--- config.mk ---
export PLATFORM = sky130hd
export DESIGN_NAME = tdsm_cell
export DESIGN_NICKNAME = d
export VERILOG_FILES = /design/src/tdsm_pkg.sv /design/src/tdsm_cell.sv
export SDC_FILE = /design/constraint.sdc
export NUM_CORES = 1
export LEC_CHECK = 0
export BUFFER_PORTS_ARGS = -buffer_cell sky130_fd_sc_hd__buf_2
export CORE_MARGIN = 2
export CORE_UTILIZATION = 55
export DETAILED_ROUTE_END_ITERATION = 16
export PLACE_DENSITY = 0.81
export SLEW_MARGIN = 10
export SYNTH_ARGS = -nofsm -noshare
export SYNTH_HDL_FRONTEND = slang
export SYNTH_SLANG_ARGS = --single-unit
--- constraint.sdc ---
create_clock -name clock -period 7.8 [get_ports clock]
set_clock_uncertainty 0.2 [all_clocks]
set_input_delay 0.78 -clock clock [delete_from_list [all_inputs] [get_ports clock]]
set_output_delay 0.78 -clock clock [all_outputs]
set_load 0.02 [all_outputs]
--- src/tdsm_pkg.sv ---
// ----------------------------------------------------------------------------
// tdsm_pkg
// Shared types and constants of the trial-division survivor mask block.
// ----------------------------------------------------------------------------
`default_nettype none

package tdsm_pkg;

   localparam int unsigned MAX_BATCH_DEF   = 64;
   localparam int unsigned PRIME_COUNT_DEF = 30;
   localparam int unsigned NIB_COUNT       = 16;
   localparam int unsigned RES_W           = 7;

   localparam logic [RES_W-1:0] PRIMES [30] = '{
      7'd3,  7'd5,  7'd7,  7'd11, 7'd13, 7'd17, 7'd19, 7'd23, 7'd29, 7'd31,
      7'd37, 7'd41, 7'd43, 7'd47, 7'd53, 7'd59, 7'd61, 7'd67, 7'd71, 7'd73,
      7'd79, 7'd83, 7'd89, 7'd97, 7'd101, 7'd103, 7'd107, 7'd109, 7'd113, 7'd127
   };

   localparam int unsigned ROOT_DELTA_STEP = 4;

   typedef enum logic [2:0] {
      ST_IDLE,
      ST_SQUARE,
      ST_PREP,
      ST_LOAD,
      ST_WALK,
      ST_FLUSH,
      ST_HOLD
   } state_type;

   // token passed from cell to cell, one per cycle
   typedef struct packed {
      logic        first;
      logic        load;
      logic        step;
      logic        done;
      logic [3:0]  cand_nib;
      logic [3:0]  delta_nib;
      logic [63:0] cand;
      logic        cand_wrap;
      logic        delta_wrap;
      logic        kill;
   } link_type;

endpackage

`default_nettype wire

--- src/tdsm_cell.sv ---
// ----------------------------------------------------------------------------
// tdsm_cell
// One trial prime: tracks the candidate and step residues and marks hits.
// ----------------------------------------------------------------------------
`default_nettype none

module tdsm_cell #(
   parameter logic [tdsm_pkg::RES_W-1:0] PRIME = 7'd3
) (
   input  wire logic              clock,
   input  wire logic              reset,
   input  wire tdsm_pkg::link_type link_in,
   output tdsm_pkg::link_type     link_out
);

   localparam int unsigned W = tdsm_pkg::RES_W;
   localparam logic [W-1:0] STEP_RES = W'(tdsm_pkg::ROOT_DELTA_STEP % PRIME);
   // residue of 2^64, removed or added back when a 64-bit sum wraps
   localparam longint unsigned R32 = (64'd1 << 32) % 64'(PRIME);
   localparam logic [W-1:0] WRAP_RES = W'((R32 * R32) % 64'(PRIME));

   logic [W-1:0]      rc_ff, rc_in;
   logic [W-1:0]      rd_ff, rd_in;
   tdsm_pkg::link_type link_ff, link_in_nx;

   function automatic logic [W-1:0] fold(input logic [W-1:0] r, input logic [3:0] nib);
      logic [W+3:0] x;
      x = {r, nib};
      for (int b = 3; b >= 0; b--) begin
         if (x >= ((W+4)'(PRIME) << b)) begin
            x = x - ((W+4)'(PRIME) << b);
         end
      end
      return x[W-1:0];
   endfunction

   logic [W:0]   sum;
   logic [W-1:0] rc_sum;
   logic [W-1:0] rd_dec;
   logic [W:0]   rd_fix;

   always_comb begin
      rc_in      = rc_ff;
      rd_in      = rd_ff;
      link_in_nx = link_in;
      sum        = {1'b0, rc_ff} + {1'b0, rd_ff};
      rc_sum     = (sum >= {1'b0, PRIME}) ? W'(sum - {1'b0, PRIME}) : sum[W-1:0];
      rd_dec     = (rd_ff >= STEP_RES) ? rd_ff - STEP_RES : rd_ff + (PRIME - STEP_RES);
      rd_fix     = {1'b0, rd_dec} + {1'b0, WRAP_RES};
      if (link_in.load) begin
         rc_in = fold(link_in.first ? '0 : rc_ff, link_in.cand_nib);
         rd_in = fold(link_in.first ? '0 : rd_ff, link_in.delta_nib);
      end
      if (link_in.step) begin
         if (rc_ff == '0 && link_in.cand != 64'(PRIME)) begin
            link_in_nx.kill = 1'b1;
         end
         if (link_in.cand_wrap) begin
            rc_in = (rc_sum >= WRAP_RES) ? rc_sum - WRAP_RES : rc_sum + (PRIME - WRAP_RES);
         end else begin
            rc_in = rc_sum;
         end
         if (link_in.delta_wrap) begin
            rd_in = (rd_fix >= {1'b0, PRIME}) ? W'(rd_fix - {1'b0, PRIME}) : rd_fix[W-1:0];
         end else begin
            rd_in = rd_dec;
         end
      end
   end

   always_ff @(posedge clock) begin
      rc_ff <= rc_in;
      rd_ff <= rd_in;
      if (reset) begin
         link_ff <= '0;
      end else begin
         link_ff <= link_in_nx;
      end
   end

   assign link_out = link_ff;

endmodule

`default_nettype wire

==> metrics list <==
- Global-route wire length before repair: roughly 30 mm
* Count of yosys warnings during synthesis: 0
- Vertical extent of the die: between 100 and 150 um
- Wire length per cell after detailed routing: 17.1 um
- TritonCTS built the clock tree.
* Fraction of power spent switching nets: slightly below 50%
- Arrival time of the worst setup path: 7020 ps
- Yosys cell types: 100
* Critical R2R Capture: rc_ff[4]
- Vias in the first global route: between 6,000 and 7,000
- The worst path uses 91.1% of the clock period.
- Drt total wl: 19.3 mm
* Endpoints failing hold: 0
* Source of the worst hold timing path: link_in[0]
- Entering global routing, the biggest net connects 80 pins.
* P_sw: ~0.0014 W
* Worst-skew pair later-pin latency: ~350 ps
- TritonCTS created 9 clock buffers.
- Highest cell delay on the worst timing path: 560 ps
- Sum of overflow across all layers after global routing: 0
- In this run the cell area measured after placement is slightly below 8000 um2.
- The tree is rooted in a sky130_fd_sc_hd__clkbuf_16.
* Slack of the worst reg-to-reg path: slightly below 700 ps
- The worst setup path is of the reg2reg kind.
- The H-tree generated during clock tree synthesis spans 3 levels.
- The initial antenna violation count was 0.
- Setup repair after global routing missed its margin: false
- Cells on Worst Hold Path: 3
- Via Count: 6,722
* Seq cells post-synth: just over 90
- Proportion of synthesized chip area in sequential cells: ~29%
* Crit path capture type: flip-flop
* Die Wd: roughly 120 um
- Required time reported for the critical path endpoint: 7710 ps
* Mean cell area of the mapped netlist: approximately 8.4 um2
- Residual DRC: 0
* Hold crit path type: in2reg
- Cell internal power was estimated by the tool at 0.00151 W.
- Result of the run: completed
- Core Area: approximately 12,000 um2
* Worst Reg-to-Reg Cells: 20
* Reported max-cap violation count: 0
* Final critical delay including setup and external delays: 7110 ps
- The tree built by TritonCTS fans out to 93 sinks.
- By area the synthesized netlist is led by sky130_fd_sc_hd__dfxtp_1, sky130_fd_sc_hd__nor2b_1, sky130_fd_sc_hd__edfxtp_1.
* Crit start category: flip-flop
- Most frequent cell after synthesis: sky130_fd_sc_hd__nor2b_1
* Syn nets: 929
- Starting DRT DRC Count: slightly below 600
* Highest net fanout along the worst path: 9
- In this run, flip-flops and latches consume a little under a quarter of the power.
* Diodes inserted: 0
- Worst slew slack as a fraction of its limit: between 30% and 40%
- At the end of the flow, the number of nets in the layout was 1,063.
- Number of I/O port buffers: between 150 and 200
* List of cells traversed by the critical path: nor2b_1 > ha_1 > clkinv_1 > xnor2_1 > o41ai_2 > nand3_1 > nor3_1 > xnor2_1 > ha_1 > or3_1 > mux2i_1 > o211a_1 > and2_1 > xnor2_1 > ha_1 > a31o_2 > a21oi_1 > nor4b_4 > nor2_1 > a211o_1
- Worst supply voltage drop on vdd: around 0.35 mV
- The count of nets left with antenna violations once routing finished came out at 0.
* Number of buffers on the longest clock path: 2
- Post-synthesis instance area: roughly 6900 um2
- Sum Neg Setup Slack: 0 ps
- For this design the ratio of total power to cell area is ~360 nW/um2.
* Post-route design area: 8020 um2
- 160 I/O pins were placed.
* Clock-pin slew on the worst setup and hold paths: about 70 ps
- Achievable clock frequency: between 0.1 and 0.15 GHz
- For this run, asynchronously set or reset flops after synthesis account for 0%.
- Cell taking the most area after synthesis: sky130_fd_sc_hd__dfxtp_1
- The cell count after synthesis came out at 818.
* FP Rows: 40
- In this run the biggest area consumer among cell types represents a little under a quarter of the synthesized area.
* Cell types with the highest counts after synthesis: sky130_fd_sc_hd__nor2b_1, sky130_fd_sc_hd__dfxtp_1, sky130_fd_sc_hd__nand2_1
- Static leakage: about 3.4 nW
- Routability-driven placement finished with a final weighted congestion of between 0.9 and 1.
- The worst hold path terminates at link_out[0].
- Once layout is complete, the utilization of the core stands at around 66%.
- After clock tree synthesis, the flow added hold-fix buffers numbering 0.
- Cells with a size suffix above 1 make up between 20% and 30% of the layout.
- Final Max Tran Viols: 0
- Yosys mapped a number of flops with a built-in enable equal to 14.
* Number of detailed-routing iterations run before antenna repair: 5
* Startpoint of the worst-slack reg-to-reg timing path: rc_ff[0]
* Die Outline Area: approximately 13,000 um2
- For this design, the slowest cell found on the critical path is sky130_fd_sc_hd__edfxtp_1.
- The share of total power dissipated in the clock network is 14.9%.
- Actual transition at the worst max-transition pin: 1010 ps
* Synthesis-to-finish area growth: 16.5%
- Count of endpoints failing setup in the final report: 0
* Most frequently used flop master after synthesis: sky130_fd_sc_hd__dfxtp_1
- Mean number of vias per cell: between 5 and 6
* Detailed-placement wirelength estimate: about 15 mm
* Initial core utilization: around 57%
- Combinational logic burns a little over three fifths of the power.
- Global-route total usage across every layer: 28.2%
==> worst max path at each step <==
stage                     start       end  cells after the start
CTS                    rc_ff[0]  rc_ff[4]                     20
global placement    link_in[78]  rc_ff[4]                     21
floorplan           link_in[78]  rd_ff[5]                     25
global route           rc_ff[0]  rc_ff[4]                     20
finish                 rc_ff[0]  rc_ff[4]                     20
detailed placement  link_in[78]  rc_ff[4]                     21
==> through the flow <==
stage	setup WS [ps]	std cells	hold slack (ps)	total power (W)
floorplan	1300	818	580	0.00209
global placement	627	1109	693	0.00242
detailed placement	307	1109	703	0.00244
CTS	584	1125	428	0.00289
global route	113	1125	459	0.00315
finish	691	1125	438	0.00292
==> critical path: cells and delay by family, from the launching register on <==
family          cells  cell delay [ps]
compound gates      5             1390
xor+xnor            3              640
fa+ha+maj           3              900
buf+inv             1              250
flops               1              560
mux                 1              470
simple gates        7             2440
==> power by group through the flow <==
stage | combinational (W) | clock (W) | sequential, W
6_report | 0.00182 | 0.000434 | 0.000663
3_5_place_dp | 0.00177 | 0 | 0.000670
2_1_floorplan | 0.00145 | 0 | 0.000635
5_1_grt | 0.00201 | 0.000458 | 0.000675
4_1_cts | 0.00179 | 0.000439 | 0.000660
3_3_place_gp | 0.00175 | 0 | 0.000668
==> sequential cells by signal, indices dropped and copies added (netlist names) <==
name	cells
link_out	79
rd_ff	7
rc_ff	7
==> cell families (layout without fill, tap and decap cells) <==
group	Yosys count	count (layout)	share of synthesized area (%)
fa+ha+maj	30	30	5.56
simple gates	358	358	30.4
mux	18	18	3.00
compound gates	211	211	22.6
buf+inv	67	206	4.14
xor+xnor	41	41	5.22
flops	93	93	29.1
==> per-layer routing <==
layer / global-route usage, % / vias to the layer above / share of wire (%)
li1: - / 3305 / -
met1: 37.0 / 3119 / 44
met2: 46.9 / 268 / 47
met3: 5.81 / 30 / 7.5
met4: 8.41 / 0 / 1.9
met5: 0 / - / 0
==> cell usage in the layout (no fill, tap or decap), types with 25 or more instances in the layout <==
master,n
sky130_fd_sc_hd__buf_2,159
sky130_fd_sc_hd__nor2b_1,83
sky130_fd_sc_hd__dfxtp_1,79
sky130_fd_sc_hd__nand2_1,58
sky130_fd_sc_hd__a21oi_1,49
sky130_fd_sc_hd__nor2_1,48
sky130_fd_sc_hd__nor4_1,30
sky130_fd_sc_hd__ha_1,29
sky130_fd_sc_hd__xnor2_1,28
sky130_fd_sc_hd__inv_1,27
sky130_fd_sc_hd__o21ai_0,27
sky130_fd_sc_hd__nor3_1,25
==> area by class of cell <==
type / count / area (um2)
well taps: 168 / 210
repair buffers: 161 / 811
multi-input cells: 658 / 4600
flip-flops and latches: 93 / 2000
fillers: 1032 / 4090
clock inverters: 4 / 28.8
clock buffers: 12 / 256
inverters: 29 / 109
==> repair_timing <==
item,in CTS,in global routing
setup endpoints to repair,0,3
gates resized for setup,0,1
buffers inserted,0,0
No activity file was read; power rests on OpenSTA's default activity.
