<file path="config.mk">
export PLATFORM = sky130hd
export DESIGN_NAME = tdsm_ctrl_flat
export DESIGN_NICKNAME = d
export VERILOG_FILES = /design/src/tdsm_pkg.sv /design/src/tdsm_if.sv /design/src/tdsm_ctrl.sv /design/src/flat_wrapper.sv
export SDC_FILE = /design/constraint.sdc
export NUM_CORES = 2
export LEC_CHECK = 0
export ABC_AREA = 0
export BUFFER_PORTS_ARGS = -buffer_cell sky130_fd_sc_hd__buf_2
export CORE_MARGIN = 3
export CORE_UTILIZATION = 45
export DETAILED_ROUTE_END_ITERATION = 8
export PLACE_DENSITY = 0.68
export SYNTH_ARGS = -nofsm -noshare
export SYNTH_HDL_FRONTEND = slang
export SYNTH_SLANG_ARGS = --single-unit
</file>
<file path="constraint.sdc">
create_clock -name clock -period 10.8 [get_ports clock]
set_input_delay 0.54 -clock clock [delete_from_list [all_inputs] [get_ports clock]]
set_output_delay 0.54 -clock clock [all_outputs]
set_load 0.03 [all_outputs]
</file>
<file path="src/tdsm_pkg.sv">
// ----------------------------------------------------------------------------
// tdsm_pkg
// Shared types and constants of the trial-division survivor mask block.
// ----------------------------------------------------------------------------
`default_nettype none

package tdsm_pkg;

   localparam int unsigned MAX_BATCH_DEF   = 64;
   localparam int unsigned PRIME_COUNT_DEF = 30;
   localparam int unsigned NIB_COUNT       = 16;
   localparam int unsigned RES_W           = 7;

   localparam logic [RES_W-1:0] PRIMES [30] = '{
      7'd3,  7'd5,  7'd7,  7'd11, 7'd13, 7'd17, 7'd19, 7'd23, 7'd29, 7'd31,
      7'd37, 7'd41, 7'd43, 7'd47, 7'd53, 7'd59, 7'd61, 7'd67, 7'd71, 7'd73,
      7'd79, 7'd83, 7'd89, 7'd97, 7'd101, 7'd103, 7'd107, 7'd109, 7'd113, 7'd127
   };

   localparam int unsigned ROOT_DELTA_STEP = 4;

   typedef enum logic [2:0] {
      ST_IDLE,
      ST_SQUARE,
      ST_PREP,
      ST_LOAD,
      ST_WALK,
      ST_FLUSH,
      ST_HOLD
   } state_type;

   // token passed from cell to cell, one per cycle
   typedef struct packed {
      logic        first;
      logic        load;
      logic        step;
      logic        done;
      logic [3:0]  cand_nib;
      logic [3:0]  delta_nib;
      logic [63:0] cand;
      logic        cand_wrap;
      logic        delta_wrap;
      logic        kill;
   } link_type;

endpackage

`default_nettype wire

</file>
<file path="src/tdsm_if.sv">
// ----------------------------------------------------------------------------
// tdsm_req_if / tdsm_rsp_if
// Valid/ready channels for the request and response transactions.
// ----------------------------------------------------------------------------
`default_nettype none

interface tdsm_req_if;
   logic        valid;
   logic        ready;
   logic [63:0] big_n;
   logic [31:0] first_root;
   logic [6:0]  batch_count;

   modport source (output valid, big_n, first_root, batch_count, input ready);
   modport sink   (input valid, big_n, first_root, batch_count, output ready);
endinterface


`default_nettype wire

</file>
<file path="src/tdsm_ctrl.sv">
// ----------------------------------------------------------------------------
// tdsm_ctrl
// Sequencer: squares the root, feeds residue nibbles, then walks candidates.
// ----------------------------------------------------------------------------
`default_nettype none

module tdsm_ctrl #(
   parameter int unsigned MAX_BATCH = tdsm_pkg::MAX_BATCH_DEF
) (
   input  wire logic                clock,
   input  wire logic                reset,
   tdsm_req_if.sink                 req_ch,
   input  wire logic                rsp_fire,
   output tdsm_pkg::link_type       link_out,
   output logic [63:0]              kmask,
   output tdsm_pkg::state_type      state
);

   tdsm_pkg::state_type state_ff, state_in;
   logic [63:0] n_ff, n_in;
   logic [31:0] root_ff, root_in;
   logic [6:0]  k_ff, k_in;
   logic [63:0] sq_ff, sq_in;
   logic [63:0] cand_ff, cand_in;
   logic [63:0] delta_ff, delta_in;
   logic [63:0] csh_ff, csh_in;
   logic [63:0] dsh_ff, dsh_in;
   logic [6:0]  cnt_ff, cnt_in;
   logic [6:0]  steps_ff, steps_in;
   logic [63:0] kmask_ff, kmask_in;

   logic        req_fire;
   logic [63:0] cand_new;
   logic [63:0] delta_new;
   logic [64:0] cand_sum;

   assign req_fire  = req_ch.valid && req_ch.ready;
   assign cand_new  = (n_ff - sq_ff) >> 1;
   assign delta_new = ({32'b0, root_ff} - 64'd1) << 1;
   assign cand_sum  = {1'b0, cand_ff} + {1'b0, delta_ff};

   // next state
   always_comb begin
      state_in = state_ff;
      unique case (state_ff)
         tdsm_pkg::ST_IDLE:   if (req_fire) state_in = tdsm_pkg::ST_SQUARE;
         tdsm_pkg::ST_SQUARE: state_in = tdsm_pkg::ST_PREP;
         tdsm_pkg::ST_PREP:   state_in = tdsm_pkg::ST_LOAD;
         tdsm_pkg::ST_LOAD: begin
            if (cnt_ff == 7'(tdsm_pkg::NIB_COUNT - 1)) state_in = tdsm_pkg::ST_WALK;
         end
         tdsm_pkg::ST_WALK: begin
            if (cnt_ff == steps_ff) state_in = tdsm_pkg::ST_FLUSH;
         end
         tdsm_pkg::ST_FLUSH:  state_in = tdsm_pkg::ST_HOLD;
         tdsm_pkg::ST_HOLD:   if (rsp_fire) state_in = tdsm_pkg::ST_IDLE;
         default:             state_in = tdsm_pkg::ST_IDLE;
      endcase
   end

   // outputs
   always_comb begin
      link_out          = '0;
      link_out.cand_nib = csh_ff[63:60];
      link_out.delta_nib = dsh_ff[63:60];
      link_out.cand     = cand_ff;
      link_out.kill     = (cand_ff < 64'd2);
      unique case (state_ff)
         tdsm_pkg::ST_LOAD: begin
            link_out.load  = 1'b1;
            link_out.first = (cnt_ff == '0);
         end
         tdsm_pkg::ST_WALK: begin
            link_out.step       = (cnt_ff != steps_ff);
            // 64-bit wrap of the next candidate and of the next step
            link_out.cand_wrap  = cand_sum[64];
            link_out.delta_wrap = (delta_ff < 64'(tdsm_pkg::ROOT_DELTA_STEP));
         end
         tdsm_pkg::ST_FLUSH: link_out.done = 1'b1;
         default: ;
      endcase
   end

   // datapath
   always_comb begin
      n_in     = n_ff;
      root_in  = root_ff;
      k_in     = k_ff;
      sq_in    = sq_ff;
      cand_in  = cand_ff;
      delta_in = delta_ff;
      csh_in   = csh_ff;
      dsh_in   = dsh_ff;
      cnt_in   = cnt_ff;
      steps_in = steps_ff;
      kmask_in = kmask_ff;
      case (state_ff)
         tdsm_pkg::ST_IDLE: begin
            n_in    = req_ch.big_n;
            root_in = req_ch.first_root;
            k_in    = (req_ch.batch_count > 7'(MAX_BATCH)) ? 7'(MAX_BATCH)
                                                           : req_ch.batch_count;
         end
         tdsm_pkg::ST_SQUARE: begin
            sq_in    = 64'(root_ff) * 64'(root_ff);
            kmask_in = (k_ff >= 7'd64) ? '1 : ((64'd1 << k_ff[5:0]) - 64'd1);
         end
         tdsm_pkg::ST_PREP: begin
            cand_in  = cand_new;
            csh_in   = cand_new;
            delta_in = delta_new;
            dsh_in   = delta_new;
            cnt_in   = '0;
            // an even root stops the walk once it reaches zero
            if (root_ff[0] || ({1'b0, root_ff[31:1]} >= 32'(k_ff))) begin
               steps_in = k_ff;
            end else begin
               steps_in = root_ff[7:1];
            end
         end
         tdsm_pkg::ST_LOAD: begin
            csh_in = csh_ff << 4;
            dsh_in = dsh_ff << 4;
            cnt_in = (cnt_ff == 7'(tdsm_pkg::NIB_COUNT - 1)) ? '0 : cnt_ff + 7'd1;
         end
         tdsm_pkg::ST_WALK: begin
            if (cnt_ff != steps_ff) begin
               cand_in  = cand_sum[63:0];
               delta_in = delta_ff - 64'(tdsm_pkg::ROOT_DELTA_STEP);
               cnt_in   = cnt_ff + 7'd1;
            end
         end
         default: ;
      endcase
   end

   always_ff @(posedge clock) begin
      n_in_reg: begin
         n_ff     <= n_in;
         root_ff  <= root_in;
         k_ff     <= k_in;
         sq_ff    <= sq_in;
         cand_ff  <= cand_in;
         delta_ff <= delta_in;
         csh_ff   <= csh_in;
         dsh_ff   <= dsh_in;
         cnt_ff   <= cnt_in;
         steps_ff <= steps_in;
         kmask_ff <= kmask_in;
      end
      if (reset) begin
         state_ff <= tdsm_pkg::ST_IDLE;
      end else begin
         state_ff <= state_in;
      end
   end

   assign req_ch.ready = (state_ff == tdsm_pkg::ST_IDLE);
   assign kmask        = kmask_ff;
   assign state        = state_ff;

endmodule

`default_nettype wire

</file>
<file path="src/flat_wrapper.sv">
// flat-port wrapper written by rule: the top's interface ports become plain ports
module tdsm_ctrl_flat 
#(
   parameter int unsigned MAX_BATCH = tdsm_pkg::MAX_BATCH_DEF
)
  (clock, reset, rsp_fire, link_out, kmask, state, req_ch_valid, req_ch_big_n, req_ch_first_root, req_ch_batch_count, req_ch_ready);
  tdsm_req_if req_ch_i ();
  input  wire logic clock;
  input  wire logic reset;
  input  wire logic rsp_fire;
  output tdsm_pkg::link_type link_out;
  output logic [63:0] kmask;
  output tdsm_pkg::state_type state;
  input wire logic [$bits(req_ch_i.valid)-1:0] req_ch_valid;
  input wire logic [$bits(req_ch_i.big_n)-1:0] req_ch_big_n;
  input wire logic [$bits(req_ch_i.first_root)-1:0] req_ch_first_root;
  input wire logic [$bits(req_ch_i.batch_count)-1:0] req_ch_batch_count;
  output wire logic [$bits(req_ch_i.ready)-1:0] req_ch_ready;
  assign req_ch_i.valid = req_ch_valid;
  assign req_ch_i.big_n = req_ch_big_n;
  assign req_ch_i.first_root = req_ch_first_root;
  assign req_ch_i.batch_count = req_ch_batch_count;
  assign req_ch_ready = req_ch_i.ready;
  tdsm_ctrl #(.MAX_BATCH(MAX_BATCH)) u_core (.clock(clock), .reset(reset), .req_ch(req_ch_i), .rsp_fire(rsp_fire), .link_out(link_out), .kmask(kmask), .state(state));
endmodule
</file>
==> impl_metrics.toml <==
[run_status]
outcome = "complete, no violations"

[sta]
finalCritPeriodShare_pct = 85.11
maxSlewHeadroom_pct = 1.997
finalHoldViolCount = 0
clock.fmax_ghz = 0.1088
rsz0062_at_grt = "false"
period_minus_slack_ps = 9192
drv_slew = 0
tns_ps = 0
worstMarginPinSlew_ps = 1470
finalSetupViolations = 0
clock_skew_ps = 79.34

[synth]
synth.distinct_cells = 93
ys_ff_latch = 501
netlist.area_leader.share_pct = 27.48
synth_area_leaders = "fa_1 (27%), edfxtp_1 (26%), ha_1 (9.4%), inv_1 (7.1%), nand2_1 (4.2%)"
async_flop_share_pct = 0
synth_area_leader_cell = "fa_1"
ys_seq_area_share_pct = 25.92
synth_nets = 7257
yosys_warnings = 0
ys.flop_type = "edfxtp_1"
syn-cell-area_um2 = 57920
synth_edf_count = 498
synth_cells = 5919
syn_avg_cell_area_um2 = 9.785

[route]
routed_wl_um = 163600
drcViolationCount = 0
drtIter0Drc = 3852
wl_per_cell_um = 21.04
dr_total_vias = 42690
drt-pass1-iter-count = 6
via_per_inst = 5.491
drtAntennaViolNets = 0

[grt]
grt_pass1_vias = 44310
grt_start_max_net_pins = 105
gr-total-overflow = 0
track_usage_pct = 24.79
antenna_found_initial = 7
grt_pass1_wl_um = 255300

[placement]
gp_congestion = 0.9758
io_buffers = 253
placed_cell_area_um2 = 60770
hpwl_um = 128200

[floorplanning]
num_rows = 130
core_area_um2 = 126700
die_w_um = 364.8
die-area_um2 = 133000
initial_core_util_pct = 45.71
dieHeight_um = 364.8
ios = 254

[worst_setup_path]
critPathArrivalTime_ps = 9570
worstSetupStartpointType = "flop"
path_class = "reg -> reg"
rr_worst_depth = 26
cp.required_ps = 11180
crit_path_end_kind = "flop"
crit_fanout = 21

[clock_network]
clock_path_buffers = 3
cts_buffers = 60
clock-root-buffer = "clkbuf_16"
numClockSinks = 501
clk_pin_slew_worst_paths_ps = 70
insertion_delay_ps = 700
cts_tree = "built"
htreeDepth = 2

[hold_path]
min_path_cells = 1
min_path_type = "in -> reg"

[cells_and_area]
layout.nets = 7407
syn_to_final_growth_pct = 9.110
drive_gt1_share_pct = 8.203
finalInstanceArea_um2 = 63190

[run]
maxCapViolations = 0
==> flip-flops by register name, summed over array words and instances, names as in the netlist, 32 cells and up <==
signal,count
u_core.cand_ff,64
u_core.csh_ff,64
u_core.kmask,64
u_core.n_ff,64
u_core.delta_ff,63
u_core.dsh_ff,63
u_core.sq_ff,63
u_core.root_ff,32
==> kinds of logic after synthesis <==
family	share of synthesized area [%]
AOI/OAI and AO/OA	10.22
xor gates and xnor gates	4.991
adders and majority gates	36.90
buffers and inverters	8.974
DFF	25.92
muxes	0.3608
and+or+nand+nor	12.63
==> cell type report <==
| type | count | area [um^2] |
|---|---|---|
| clock buffers | 68 | 1531 |
| fillers | 11520 | 63520 |
| diodes | 5 | 12.51 |
| multi-input cells | 4046 | 37750 |
| clock inverters | 45 | 514.2 |
| inverters | 1100 | 4133 |
| flip-flops and latches | 501 | 15010 |
| well taps | 1650 | 2064 |
| repair buffers | 360 | 2170 |
==> timing repair <==
item,in CTS,in global routing
buffers inserted,0,0
endpoints found under the setup margin,0,0
hold endpoints to repair,36,0
hold buffers,36,0
gates resized for setup,0,0
==> cells in the mapped netlist, types with 47 or more instances <==
cell type  count
edfxtp_1     498
nor2_1       264
a21oi_1      312
clkbuf_1     225
nand2_1      642
inv_1       1093
xnor2_1      190
nand4_1       47
nand3_1       65
and2_1       232
a21o_1       167
ha_1         436
xor2_1       140
fa_1         795
nor3_1        61
o21ai_0      200
==> per-layer routing <==
| layer | vias up | wire length [um] | GRT usage (%) |
|---|---|---|---|
| li1 | 19450 | - | - |
| met1 | 21310 | 72660 | 36.23 |
| met2 | 1674 | 72550 | 38.25 |
| met3 | 256 | 13760 | 3.856 |
| met4 | 2 | 4604 | 7.074 |
| met5 | - | 10 | 0 |
==> placed cells by master, fill, tap and decap left out, types with 13 or more instances in the layout <==
cell and count:
dlygate4sd3_1 36, buf_2 254, and3_1 24, clkinv_1 16
nor2_1 262, nor4_1 40, a21o_1 167, o21ai_0 199
fa_1 795, nand2b_1 31, clkbuf_16 60, mux2i_1 13
and2_1 232, or3_1 13, xor2_1 140, inv_1 1091
o21bai_1 27, a211oi_1 15, nand4_1 47, nand2_1 641
buf_4 69, nor3_1 58, o21a_1 21, xnor2_1 190
nand3_1 65, a31oi_1 38, a21oi_1 312, edfxtp_1 498
ha_1 436, o31ai_1 16, o21ai_1 20, nor2b_1 38
==> metrics by stage <==
| stage | utilization [%] | setup WS, ps | cells | hold WS [ps] |
|---|---|---|---|---|
| after floorplan | - | 330.4 | 5919 | 483.6 |
| after global placement | 47.96 | 1932 | 7620 | 497.6 |
| after detailed placement | 47.96 | 1818 | 7620 | 498.9 |
| after CTS | 49.86 | 1739 | 7769 | 0.5153 |
| after global routing | 49.87 | 1360 | 7772 | 4.426 |
| final | 49.87 | 1608 | 7775 | 30.84 |
==> critical path: stages, from the launching register on <==
cell and delay, ps:
edfxtp_1 1070, buf_4 430, nand2_1 150, inv_1 120, fa_1 430, ha_1 320
a21oi_1 250, fa_1 480, fa_1 510, inv_1 50, fa_1 460, fa_1 500
fa_1 500, inv_1 60, fa_1 490, inv_1 40, ha_1 410, nand2_1 130
or3_1 460, or4_1 580, o21ai_1 310, a21oi_1 150, o21ai_1 210, a211oi_1 140
nor3_1 290, a31oi_1 140, xnor2_1 150
==> path summary, 6_finish.rpt <==
check             slack (ps)                end               start
setup / recovery        1610   u_core.sq_ff[60]  u_core.root_ff[18]
hold / removal            30    u_core.n_ff[25]    req_ch_big_n[25]
setup reg to reg        1610   u_core.sq_ff[60]  u_core.root_ff[18]
hold reg to reg          460  u_core.dsh_ff[37]   u_core.dsh_ff[33]
Power is not shown: default switching activity piles up to over one toggle a cycle in this logic, so the estimate is an artifact.
