File: src/tdsm_pkg.sv
// ----------------------------------------------------------------------------
// tdsm_pkg
// Shared types and constants of the trial-division survivor mask block.
// ----------------------------------------------------------------------------
`default_nettype none

package tdsm_pkg;

   localparam int unsigned MAX_BATCH_DEF   = 64;
   localparam int unsigned PRIME_COUNT_DEF = 30;
   localparam int unsigned NIB_COUNT       = 16;
   localparam int unsigned RES_W           = 7;

   localparam logic [RES_W-1:0] PRIMES [30] = '{
      7'd3,  7'd5,  7'd7,  7'd11, 7'd13, 7'd17, 7'd19, 7'd23, 7'd29, 7'd31,
      7'd37, 7'd41, 7'd43, 7'd47, 7'd53, 7'd59, 7'd61, 7'd67, 7'd71, 7'd73,
      7'd79, 7'd83, 7'd89, 7'd97, 7'd101, 7'd103, 7'd107, 7'd109, 7'd113, 7'd127
   };

   localparam int unsigned ROOT_DELTA_STEP = 4;

   typedef enum logic [2:0] {
      ST_IDLE,
      ST_SQUARE,
      ST_PREP,
      ST_LOAD,
      ST_WALK,
      ST_FLUSH,
      ST_HOLD
   } state_type;

   // token passed from cell to cell, one per cycle
   typedef struct packed {
      logic        first;
      logic        load;
      logic        step;
      logic        done;
      logic [3:0]  cand_nib;
      logic [3:0]  delta_nib;
      logic [63:0] cand;
      logic        cand_wrap;
      logic        delta_wrap;
      logic        kill;
   } link_type;

endpackage

`default_nettype wire

File: src/tdsm_if.sv
// ----------------------------------------------------------------------------
// tdsm_req_if / tdsm_rsp_if
// Valid/ready channels for the request and response transactions.
// ----------------------------------------------------------------------------
`default_nettype none


interface tdsm_rsp_if;
   logic        valid;
   logic        ready;
   logic [63:0] survivor_mask;

   modport source (output valid, survivor_mask, input ready);
   modport sink   (input valid, survivor_mask, output ready);
endinterface

`default_nettype wire

File: src/tdsm_collect.sv
// ----------------------------------------------------------------------------
// tdsm_collect
// Gathers the per-index verdicts leaving the chain into the response mask.
// ----------------------------------------------------------------------------
`default_nettype none

module tdsm_collect (
   input  wire logic           clock,
   input  wire logic           reset,
   input  wire tdsm_pkg::link_type link_in,
   input  wire logic [63:0]    kmask,
   tdsm_rsp_if.source          rsp_ch
);

   logic [5:0]  idx_ff, idx_in;
   logic [63:0] mask_ff, mask_in;
   logic [63:0] out_ff, out_in;
   logic        valid_ff, valid_in;

   always_comb begin
      idx_in   = idx_ff;
      mask_in  = mask_ff;
      out_in   = out_ff;
      valid_in = valid_ff;
      if (rsp_ch.valid && rsp_ch.ready) begin
         valid_in = 1'b0;
      end
      if (link_in.first) begin
         idx_in  = '0;
         mask_in = '1;
      end
      if (link_in.step) begin
         if (link_in.kill) begin
            mask_in[idx_ff] = 1'b0;
         end
         idx_in = idx_ff + 6'd1;
      end
      if (link_in.done) begin
         out_in   = mask_ff & kmask;
         valid_in = 1'b1;
      end
   end

   always_ff @(posedge clock) begin
      idx_ff  <= idx_in;
      mask_ff <= mask_in;
      out_ff  <= out_in;
      if (reset) begin
         valid_ff <= 1'b0;
      end else begin
         valid_ff <= valid_in;
      end
   end

   assign rsp_ch.valid         = valid_ff;
   assign rsp_ch.survivor_mask = out_ff;

endmodule

`default_nettype wire

File: src/flat_wrapper.sv
// flat-port wrapper written by rule: the top's interface ports become plain ports
module tdsm_collect_flat 
  (clock, reset, link_in, kmask, rsp_ch_valid, rsp_ch_survivor_mask, rsp_ch_ready);
  tdsm_rsp_if rsp_ch_i ();
  input  wire logic clock;
  input  wire logic reset;
  input  wire tdsm_pkg::link_type link_in;
  input  wire logic [63:0] kmask;
  output wire logic [$bits(rsp_ch_i.valid)-1:0] rsp_ch_valid;
  output wire logic [$bits(rsp_ch_i.survivor_mask)-1:0] rsp_ch_survivor_mask;
  input wire logic [$bits(rsp_ch_i.ready)-1:0] rsp_ch_ready;
  assign rsp_ch_valid = rsp_ch_i.valid;
  assign rsp_ch_survivor_mask = rsp_ch_i.survivor_mask;
  assign rsp_ch_i.ready = rsp_ch_ready;
  tdsm_collect u_core (.clock(clock), .reset(reset), .link_in(link_in), .kmask(kmask), .rsp_ch(rsp_ch_i));
endmodule
File: config.mk
export PLATFORM = sky130hd
export DESIGN_NAME = tdsm_collect_flat
export DESIGN_NICKNAME = d
export VERILOG_FILES = /design/src/tdsm_pkg.sv /design/src/tdsm_if.sv /design/src/tdsm_collect.sv /design/src/flat_wrapper.sv
export SDC_FILE = /design/constraint.sdc
export NUM_CORES = 1
export LEC_CHECK = 0
export BUFFER_PORTS_ARGS = -buffer_cell sky130_fd_sc_hd__buf_2
export CAP_MARGIN = 40
export CORE_MARGIN = 10
export CORE_UTILIZATION = 43
export DETAILED_ROUTE_END_ITERATION = 7
export GPL_TIMING_DRIVEN = 1
export HOLD_SLACK_MARGIN = 0.05
export PLACE_DENSITY_LB_ADDON = 0.2
export SLEW_MARGIN = 30
export SYNTH_ARGS = -nofsm -noshare
export SYNTH_HDL_FRONTEND = slang
export SYNTH_SLANG_ARGS = --single-unit
File: constraint.sdc
create_clock -name clock -period 3.5 [get_ports clock]
set_input_delay 0.175 -clock clock [delete_from_list [all_inputs] [get_ports clock]]
set_output_delay 0.175 -clock clock [all_outputs]
set_load 0.005 [all_outputs]
==> flow_summary_export.csv, run 1 <==
group,metric,value,unit
status,status,"finished clean",
critical_path,required,3.87,ns
critical_path,startpoint_type,"register",
sta,final-setup-viol-count,0,
yosys,syn_nets,517,
layout,antenna_cells,0,
global_route,antenna_found_initial,1,
clock_network,cts_root_buf,"clkbuf_8",
pwr,power.density,569.8,nW/um^2
global_route,grt_start_max_net_pins,42,
placed_design,dpl_cell_area,5609,um^2
floorplan,core,10890,um^2
placed_design,place_congestion,0.7390,
yosys,yosysWarningCount,0,
yosys,synth-seq-cells,135,
drt,wl_per_cell,16.36,um
sta,tightest_slew,0.7478,ns
yosys,async_flop_share,0,%
yosys,synthXorXnorAreaFrac,0.5447,%
yosys,synth_top_family_by_area,"simple AND/OR/NAND/NOR gates",
job,cap_violations,0,
sta,fin_worst_skew,0.006475,ns
layout,final_cells,731,
global_route,grt_overflow_total,0,
layout,syn_to_final_growth,43.24,%
yosys,syn_area,4823,um^2
sta,min_period,1.590,ns
yosys,synthFlopType,"edfxtp_1",
sta,setup_tns,0,ns
drt,drtIter0Drc,154,
clock_network,clk_latency,0.51,ns
yosys,synth_fa_ha_area_share,0.2594,%
layout,drive_above_1_share,30.80,%
floorplan,io_pins,211,
drt,firstDrtPassIters,4,
sta,relSlewSlack,50.15,%
pwr,ir_drop,0.0002705,V
clock_network,cts_post_setup_buffers_inserted,0,
clock_network,tritoncts.num_buffers,17,
critical_path,arrival,1.96,ns
drt,vias,3508,
sta,slew_violations,0,
floorplan,rows,38,
critical_path,path_class,"reg -> reg",
yosys,synth_edf_count,70,
layout,fill_cells,836,
global_route,grt_pass1_vias,3759,
floorplan,die_h,125.9,um
yosys,synthTopCellsByArea,"edfxtp_1, dfxtp_1, and2_1, o22a_1, a21oi_1",
clock_network,cts_buffer_depth,2,
pwr,cellLeakagePower,2.730,nW
yosys,synth_top_area_cell,"edfxtp_1",
clock_network,cts_sinks,135,
drt,via_per_inst,4.799,
placed_design,dp_hpwl,8152,um
yosys,synth_top_area_share,43.58,%
yosys,netlist_instances,370,
drt,routed_wl,11960,um
global_route,grt_usage,14.82,%
clock_network,cts_tree,"done",
critical_path,cp_max_fo,11,
floorplan,dieWidth,125.9,um
yosys,synth-compound-area-share,9.157,%
clock_network,cts_max_level,4,
yosys,synth_commonest_cells,"edfxtp_1, and2_1, dfxtp_1",
global_route,grt_pass1_wl,18800,um
sta,finalCritPeriodShare,45.42,%
clock_network,clk_pin_slew,0.06,ns
clock_network,post_cts_resized,0,
layout,final_core_utilization,63.46,%
placed_design,pre_cts_ws,1.818,ns
drt,drcViolationCount,0,
critical_path,critPathCaptureType,"register",
sta,fin_ws,1.910,ns
placed_design,dpl.cell_count,633,
floorplan,start_util,44.30,%
sta,max_freq,629.1,MHz
yosys,muxShareOfSynthArea,0,%
yosys,synth.avg_cell_area,13.04,um^2
layout,design_area,6909,um^2
sta,hold_violations,0,
layout,nNetsFinal,725,
yosys,ys_seq_area_share,70.56,%
worst_hold_path,hold_class,"in -> reg",
yosys,synthSimpleGateAreaFrac,17.74,%
sta,rsz0062_at_grt,"no",
drt,ant_nets,0,
yosys,netlist-cell-type-count,31,
placed_design,io_buffers,135,
yosys,synth.most_common_cell,"edfxtp_1",
floorplan,dieArea,15850,um^2
clock_network,holdBufCountCts,66,
==> report_power, final <==
| part | internal [mW] | switching [mW] | leakage [nW] | total, mW |
|---|---|---|---|---|
| Sequential | 1.74 | 0.0417 | 1.22 | 1.78 |
| Combinational | 0.150 | 0.125 | 1.20 | 0.275 |
| Clock | 1.24 | 0.643 | 0.315 | 1.88 |
| Total | 3.13 | 0.809 | 2.73 | 3.94 |
==> final cells by class <==
class | count | area (um^2) | area share [%]
Clock buffer | 22 | 474.2 | 6.863
Clock inverter | 10 | 165.2 | 2.390
Inverter | 1 | 3.754 | 0.05433
Multi-Input combinational cell | 220 | 1336 | 19.34
Sequential cell | 135 | 3403 | 49.26
Tap cell | 140 | 175.2 | 2.535
Timing Repair Buffer | 203 | 1351 | 19.56
==> critical path, stage by stage, from the launching register on <==
cell and delay (ns):
edfxtp_1 0.62, nand3_1 0.24, nor2_1 0.45, a21oi_1 0.13
==> logic make-up (layout without fill, tap and decap cells) <==
| group | count (synthesis) | count (layout) |
|---|---|---|
| and+or+nand+nor | 149 | 149 |
| DFF | 135 | 135 |
| AOI/OAI and AO/OA | 67 | 67 |
| buffers and inverters | 15 | 236 |
| xor gates and xnor gates | 3 | 3 |
| adders and majority gates | 1 | 1 |
==> routing by layer <==
| metal | wire (um) | global-route usage, % | vias to the layer above |
|---|---|---|---|
| met4 | 242 | 5.492 | 2 |
| met2 | 6355 | 26.81 | 89 |
| met3 | 737 | 5.663 | 21 |
| li1 | - | - | 1726 |
| met1 | 4615 | 15.16 | 1670 |
| met5 | 7 | 0 | - |
==> flip-flops by register name, summed over array words and instances (netlist names) <==
| signal | count |
|---|---|
| u_core.rsp_ch.valid | 1 |
| u_core.mask_ff | 64 |
| u_core.rsp_ch.survivor_mask | 64 |
| u_core.idx_ff | 6 |
==> placed cells by master, fill, tap and decap left out, types with 2 or more instances in the layout <==
master and count:
nand2b_1 3, nand3b_1 3, clkinv_4 3, nor3b_2 3, a31oi_1 3, a21oi_1 36, xnor2_1 2, clkbuf_1 2
nor3_2 6, clkbuf_16 17, bufinv_16 4, and2b_1 2, nand3_1 5, clkbuf_8 3, o22a_1 26, clkinv_2 2
edfxtp_1 70, buf_4 2, nor2_1 43, dfxtp_1 65, nand2_1 8, dlygate4sd3_1 66, and2_1 68, buf_2 135
==> per-stage QoR <==
stage                     total power, mW  hold slack [ns]
after global placement              2.020           0.3366
final                               3.937           0.1071
after global routing                4.075           0.1126
after CTS                           3.968          0.08602
after detailed placement            2.028           0.3327
after floorplan                     1.910           0.2474
==> path summary, 6_finish.rpt <==
| kind | from | endpoint | slack, ns | depth (start not counted) |
|---|---|---|---|---|
| worst min register to register | u_core.mask_ff[63]$_DFF_P_ | u_core.mask_ff[63]$_DFF_P_ | 0.48 | 1 |
| worst max register to register | u_core.idx_ff[1]$_SDFFCE_PN0P_ | u_core.mask_ff[19]$_DFF_P_ | 1.91 | 3 |
| worst min-delay path | link_in[76] | u_core.idx_ff[1]$_SDFFCE_PN0P_ | 0.11 | 2 |
| worst max-delay path | u_core.idx_ff[1]$_SDFFCE_PN0P_ | u_core.mask_ff[19]$_DFF_P_ | 1.91 | 3 |
Power figures use the tool's default switching activity.
==> run 2, diff against run 1 <==
==> constraint.sdc (replaced) <==
create_clock -name clock -period 1.5 [get_ports clock]
set_input_delay 0.075 -clock clock [delete_from_list [all_inputs] [get_ports clock]]
set_output_delay 0.075 -clock clock [all_outputs]
set_load 0.005 [all_outputs]
==> run 2 against run 1 <==
Effect of this change:
- utilization rose by 1.1 points
- clock-buffer cell count rose by 1
- routed wire length grew 1.9%
- maximum frequency grew 12%
- cell count rose by 2.7%
- clock power is 120% higher
- clock skew grew 0.0069 ns
- sequential share of layout area shrank 0.83 points
- critical path depth decreased by 1
- worst hold slack got worse by 0.017 ns
- die area is the same
- critical path type unchanged
- design area up 1.7%
- highest routed layer is now met4
==> flow_summary_export.csv, run 2 (synthesis gave the netlist of run 1 again) <==
group,metric,value,unit
pwr,cellLeakagePower,2.798,nW
clock_network,clk_latency,0.52,ns
drt,routed_wl,12190,um
critical_path,slowest_stage,"edfxtp_1",
sta,min_period,1.417,ns
placed_design,dp_hpwl,8214,um
sta,fin_worst_skew,0.01338,ns
critical_path,arrival,1.81,ns
status,status,"finished clean",
sta,hold_violations,0,
clock_network,cts_sinks,135,
layout,drive_above_1_share,32.24,%
layout,layout_common_cells,"buf_2, edfxtp_1, dlygate4sd3_1, and2_1, dfxtp_1",
sta,setup_tns,0,ns
critical_path,worstSetupEndpoint,"u_core.mask_ff[25]$_DFF_P_",
layout,antenna_cells,0,
pwr,power.switching,1.844,mW
layout,syn_to_final_growth,45.71,%
layout,fill_cells,876,
critical_path,path_class,"reg -> reg",
critical_path,max_stage_delay,0.54,ns
floorplan,core,10890,um^2
sta,max_freq,705.6,MHz
critical_path,timing.rr.end,"u_core.mask_ff[25]$_DFF_P_",
drt,drcViolationCount,0,
global_route,antenna_found_initial,0,
critical_path,required,1.89,ns
global_route,grt_start_max_net_pins,66,
drt,vias,3529,
placed_design,io_buffers,135,
sta,tightest_slew,0.5186,ns
critical_path,reg2reg_from,"u_core.idx_ff[5]$_SDFFCE_PN0P_",
pwr,ir_drop,0.0006969,V
pwr,p_sw_share,20.71,%
floorplan,dieArea,15850,um^2
drt,ant_nets,0,
pwr,p_comb_share,8.2,%
pwr,clkPwrFrac,45.5,%
global_route,grt_pass1_vias,3711,
clock_network,cts_root_buf,"clkbuf_8",
critical_path,critPathCaptureType,"register",
placed_design,pre_cts_ws,0.08196,ns
global_route,grt_pass1_wl,18850,um
drt,firstDrtPassIters,4,
pwr,power.density,1267,nW/um^2
drt,drtIter0Drc,198,
floorplan,die_h,125.9,um
global_route,grt_usage,14.93,%
pwr,p_int,7.062,mW
clock_network,cts_tree,"done",
sta,relSlewSlack,65.27,%
job,cap_violations,0,
pwr,pwr-share-seq,46.3,%
placed_design,place_congestion,0.7571,
sta,slew_violations,0,
pwr,p_total,8.907,mW
clock_network,cts_max_level,4,
critical_path,crit_chain,"nand3b_1 -> o22a_1",
floorplan,rows,38,
clock_network,cts_buffer_depth,2,
clock_network,clk_pin_slew,0.06,ns
layout,nNetsFinal,745,
drt,via_per_inst,4.699,
critical_path,worst-r2r-setup-slack,0.08,ns
sta,finalCritPeriodShare,94.48,%
floorplan,dieWidth,125.9,um
worst_hold_path,hold_class,"in -> reg",
global_route,grt_overflow_total,0,
critical_path,startpoint_type,"register",
drt,wl_per_cell,16.23,um
critical_path,rr_worst_depth,2,
sta,fin_ws,0.08283,ns
sta,final-setup-viol-count,0,
critical_path,crit_start,"u_core.idx_ff[5]$_SDFFCE_PN0P_",
floorplan,io_pins,211,
layout,layout_commonest_cell,"buf_2",
critical_path,cp_max_fo,10,
floorplan,start_util,44.30,%
clock_network,tritoncts.num_buffers,17,
-- run 2: metal layers --
metal | GRT usage (%) | vias to the layer above | routed length, um
li1 | - | 1769 | -
met1 | 16.01 | 1670 | 4901
met2 | 26.17 | 84 | 6413
met3 | 5.201 | 6 | 746
met4 | 6.229 | 0 | 125
met5 | 0 | - | 0
-- run 2: area by class of cell --
cell class / count / area, um^2 / area share, %
sequential: 135 / 3403 / 48.42
inverter: 1 / 3.754 / 0.05341
timing repair buffer: 223 / 1521 / 21.65
clock buffer: 23 / 456.7 / 6.498
tap: 140 / 175.2 / 2.492
multi-input combinational: 220 / 1343 / 19.10
clock inverter: 9 / 125.1 / 1.780
-- run 2: what timing repair did --
action | 4_1_cts | 5_1_grt
hold buffers | 69 | 0
hold endpoints to repair | 88 | 0
setup endpoints to repair | 0 | 21
buffers inserted | 0 | 7
gates resized for setup | 0 | 1
-- run 2: worst max-delay path, delay by kind of cell, from the launching register on --
family	cells	cell delay (ns)
AO/OA/AOI/OAI	1	0.31
flip-flops	1	0.54
AND/OR/NAND/NOR	1	0.45
-- run 2: metrics by stage --
step | util, % | cells | instance area, um^2 | hold slack, ns
after floorplan | - | 370 | 4823 | 0.1474
after global placement | 52.32 | 643 | 5697 | 0.2368
after detailed placement | 52.32 | 643 | 5697 | 0.2411
after CTS | 64.01 | 744 | 6969 | 0.08803
after global routing | 64.55 | 751 | 7028 | 0.09033
final | 64.55 | 751 | 7028 | 0.09030
-- run 2: how the worst min path moves through the flow --
stage / startpoint / endpoint / depth (start not counted)
floorplan: reset / u_core.rsp_ch.valid$_SDFFE_PP0P_ / 1
global route: link_in[75] / u_core.rsp_ch.survivor_mask[29]$_DFFE_PP_ / 2
CTS: link_in[75] / u_core.rsp_ch.survivor_mask[48]$_DFFE_PP_ / 2
finish: link_in[75] / u_core.rsp_ch.survivor_mask[24]$_DFFE_PP_ / 2
global placement: reset / u_core.rsp_ch.valid$_SDFFE_PP0P_ / 2
detailed placement: reset / u_core.rsp_ch.valid$_SDFFE_PP0P_ / 2
-- run 2: power by group through the flow --
| stage | registers (mW) | clock network, mW | logic [mW] |
|---|---|---|---|
| after CTS | 4.13 | 4.11 | 0.710 |
| after global placement | 4.20 | 0 | 0.547 |
| final | 4.12 | 4.05 | 0.734 |
| after floorplan | 4.18 | 0 | 0.274 |
| after global routing | 4.14 | 4.27 | 0.809 |
| after detailed placement | 4.21 | 0 | 0.562 |
==> run 3, diff against run 2 <==
--- a/config.mk
+++ b/config.mk
@@ -12,7 +12,7 @@
 export DETAILED_ROUTE_END_ITERATION = 7
 export GPL_TIMING_DRIVEN = 1
 export HOLD_SLACK_MARGIN = 0.05
-export PLACE_DENSITY_LB_ADDON = 0.2
+export PLACE_DENSITY = 0.78
 export SLEW_MARGIN = 30
 export SYNTH_ARGS = -nofsm -noshare
 export SYNTH_HDL_FRONTEND = slang
==> constraint.sdc (replaced) <==
create_clock -name clock -period 1.5 [get_ports clock]
set_input_delay 0.15 -clock clock [delete_from_list [all_inputs] [get_ports clock]]
set_output_delay 0.15 -clock clock [all_outputs]
set_load 0.005 [all_outputs]
==> run 3 against run 2 <==
Effect of this change:
- clock skew down 0.0052 ns
- first-iteration DRC count up 80%
- sequential share of layout area about the same
- global-route usage up 2.1 points
- die area unchanged
- routed wire length up 14%
- critical endpoint is now u_core.mask_ff[27]$_DFF_P_
- design area about the same
- largest cell class unchanged
==> flow_summary_export.csv, run 3 (synthesis gave the netlist of run 1 again) <==
group,metric,value,unit
status,status,"finished clean",
global_route,grt_usage,16.99,%
pwr,p_int,7.073,mW
layout,nNetsFinal,744,
clock_network,cts_root_buf,"clkbuf_8",
floorplan,dieWidth,125.9,um
sta,relSlewSlack,64.17,%
drt,vias,3714,
pwr,pwr-share-seq,46.0,%
critical_path,crit_start,"u_core.idx_ff[5]$_SDFFCE_PN0P_",
layout,syn_to_final_growth,45.63,%
critical_path,cp_max_fo,10,
drt,via_per_inst,4.939,
sta,hold_violations,0,
critical_path,arrival,1.87,ns
drt,wl_per_cell,18.50,um
pwr,ir_drop,0.0006479,V
critical_path,reg2reg_from,"u_core.idx_ff[5]$_SDFFCE_PN0P_",
global_route,grt_start_max_net_pins,66,
global_route,grt_pass1_vias,4040,
layout,final-seq-area,3403,um^2
floorplan,io_pins,211,
drt,drcViolationCount,0,
critical_path,timing.rr.end,"u_core.mask_ff[27]$_DFF_P_",
drt,firstDrtPassIters,4,
clock_network,clk_pin_slew,0.06,ns
critical_path,worst-r2r-setup-slack,0.04,ns
placed_design,io_buffers,135,
job,cap_violations,0,
sta,final-setup-viol-count,0,
sta,slew_violations,0,
drt,routed_wl,13910,um
pwr,cellLeakagePower,2.798,nW
critical_path,rr_worst_depth,2,
sta,finalCritPeriodShare,97.61,%
placed_design,place_congestion,0.7669,
critical_path,startpoint_type,"register",
clock_network,cts_max_level,4,
sta,tightest_slew,0.5351,ns
sta,min_period,1.464,ns
sta,fin_worst_skew,0.008213,ns
pwr,p_sw_share,21.28,%
layout,final_core_utilization,64.51,%
layout,layout_common_cells,"buf_2, edfxtp_1, and2_1, dlygate4sd3_1, dfxtp_1",
floorplan,die_h,125.9,um
sta,setup_tns,0,ns
sta,hold_ws,0.1406,ns
pwr,p_comb_share,8.5,%
layout,multi_input_area,1343,um^2
layout,fill_cells,746,
placed_design,dp_hpwl,8647,um
clock_network,cts_tree,"done",
clock_network,cts_buffer_depth,2,
floorplan,dieArea,15850,um^2
critical_path,path_class,"reg -> reg",
floorplan,start_util,44.30,%
pwr,clkPwrFrac,45.5,%
global_route,antenna_found_initial,3,
clock_network,cts_sinks,135,
clock_network,tritoncts.num_buffers,17,
floorplan,core,10890,um^2
pwr,power.density,1279,nW/um^2
floorplan,rows,38,
critical_path,worstSetupEndpoint,"u_core.mask_ff[27]$_DFF_P_",
global_route,grt_pass1_wl,21570,um
sta,max_freq,683.0,MHz
clock_network,clk_latency,0.52,ns
layout,drive_above_1_share,32.30,%
drt,drtIter0Drc,357,
layout,layout_commonest_cell,"buf_2",
global_route,grt_overflow_total,0,
critical_path,critPathCaptureType,"register",
pwr,power.switching,1.912,mW
drt,ant_nets,0,
critical_path,required,1.90,ns
worst_hold_path,hold_class,"in -> reg",
-- run 3: changes by cell type in the layout (fill, tap and decap cells not counted), sizes merged --
cell	previous run	this run
clkinvlp	2	1
clkinv	4	5
dlygate4sd3	69	68
diode	0	2
-- run 3: power groups by stage --
| stage | Combinational (mW) | Sequential [mW] | Clock [mW] |
|---|---|---|---|
| after global routing | 0.827 | 4.15 | 4.27 |
| final | 0.760 | 4.14 | 4.09 |
| after floorplan | 0.274 | 4.18 | 0 |
| after detailed placement | 0.551 | 4.21 | 0 |
| after CTS | 0.700 | 4.14 | 4.10 |
| after global placement | 0.529 | 4.21 | 0 |
-- run 3: layer usage --
| metal | part of all wire (%) | vias to the layer above | global-route usage [%] |
|---|---|---|---|
| met5 | 0.050 | - | 0 |
| met4 | 2.5 | 2 | 7.569 |
| met3 | 5.5 | 31 | 5.034 |
| met2 | 55 | 135 | 30.44 |
| met1 | 37 | 1782 | 18.02 |
| li1 | - | 1764 | - |
-- run 3: critical path, stage by stage (launching register included) --
cell and delay [ns]:
edfxtp_1 0.56, nand3b_1 0.48, o22a_1 0.31
-- run 3: metrics by stage --
stage | instances | instance area (um^2) | setup slack (ns) | power [mW]
6_report | 752 | 7024 | 0.03585 | 8.985
5_1_grt | 752 | 7024 | -0.01417 | 9.249
4_1_cts | 740 | 6938 | 0.03515 | 8.938
3_5_place_dp | 640 | 5674 | 0.04189 | 4.766
3_3_place_gp | 640 | 5674 | 0.09798 | 4.735
2_1_floorplan | 370 | 4823 | 0.3112 | 4.456
-- run 3: worst min-delay path by stage --
stage | from | endpoint | cells after the start
2_1_floorplan | reset | u_core.rsp_ch.valid$_SDFFE_PP0P_ | 1
3_3_place_gp | reset | u_core.rsp_ch.valid$_SDFFE_PP0P_ | 2
3_5_place_dp | reset | u_core.rsp_ch.valid$_SDFFE_PP0P_ | 2
4_1_cts | link_in[0] | u_core.mask_ff[56]$_DFF_P_ | 4
5_1_grt | link_in[0] | u_core.mask_ff[4]$_DFF_P_ | 4
6_report | link_in[0] | u_core.mask_ff[56]$_DFF_P_ | 4
-- run 3: cell type report --
class                           count  area share (%)
Sequential cell                   135           48.45
Timing Repair Buffer              222           21.52
Multi-Input combinational cell    220           19.11
Clock buffer                       23           6.502
Tap cell                          140           2.494
Clock inverter                      9           1.799
Antenna cell                        2         0.07125
Inverter                            1         0.05344
-- run 3: timing repair --
action | CTS | global route
hold buffers | 68 | 0
buffers inserted | 0 | 10
resized for setup | 0 | 1
setup endpoints to repair | 0 | 30
endpoints found under the hold margin | 76 | 0
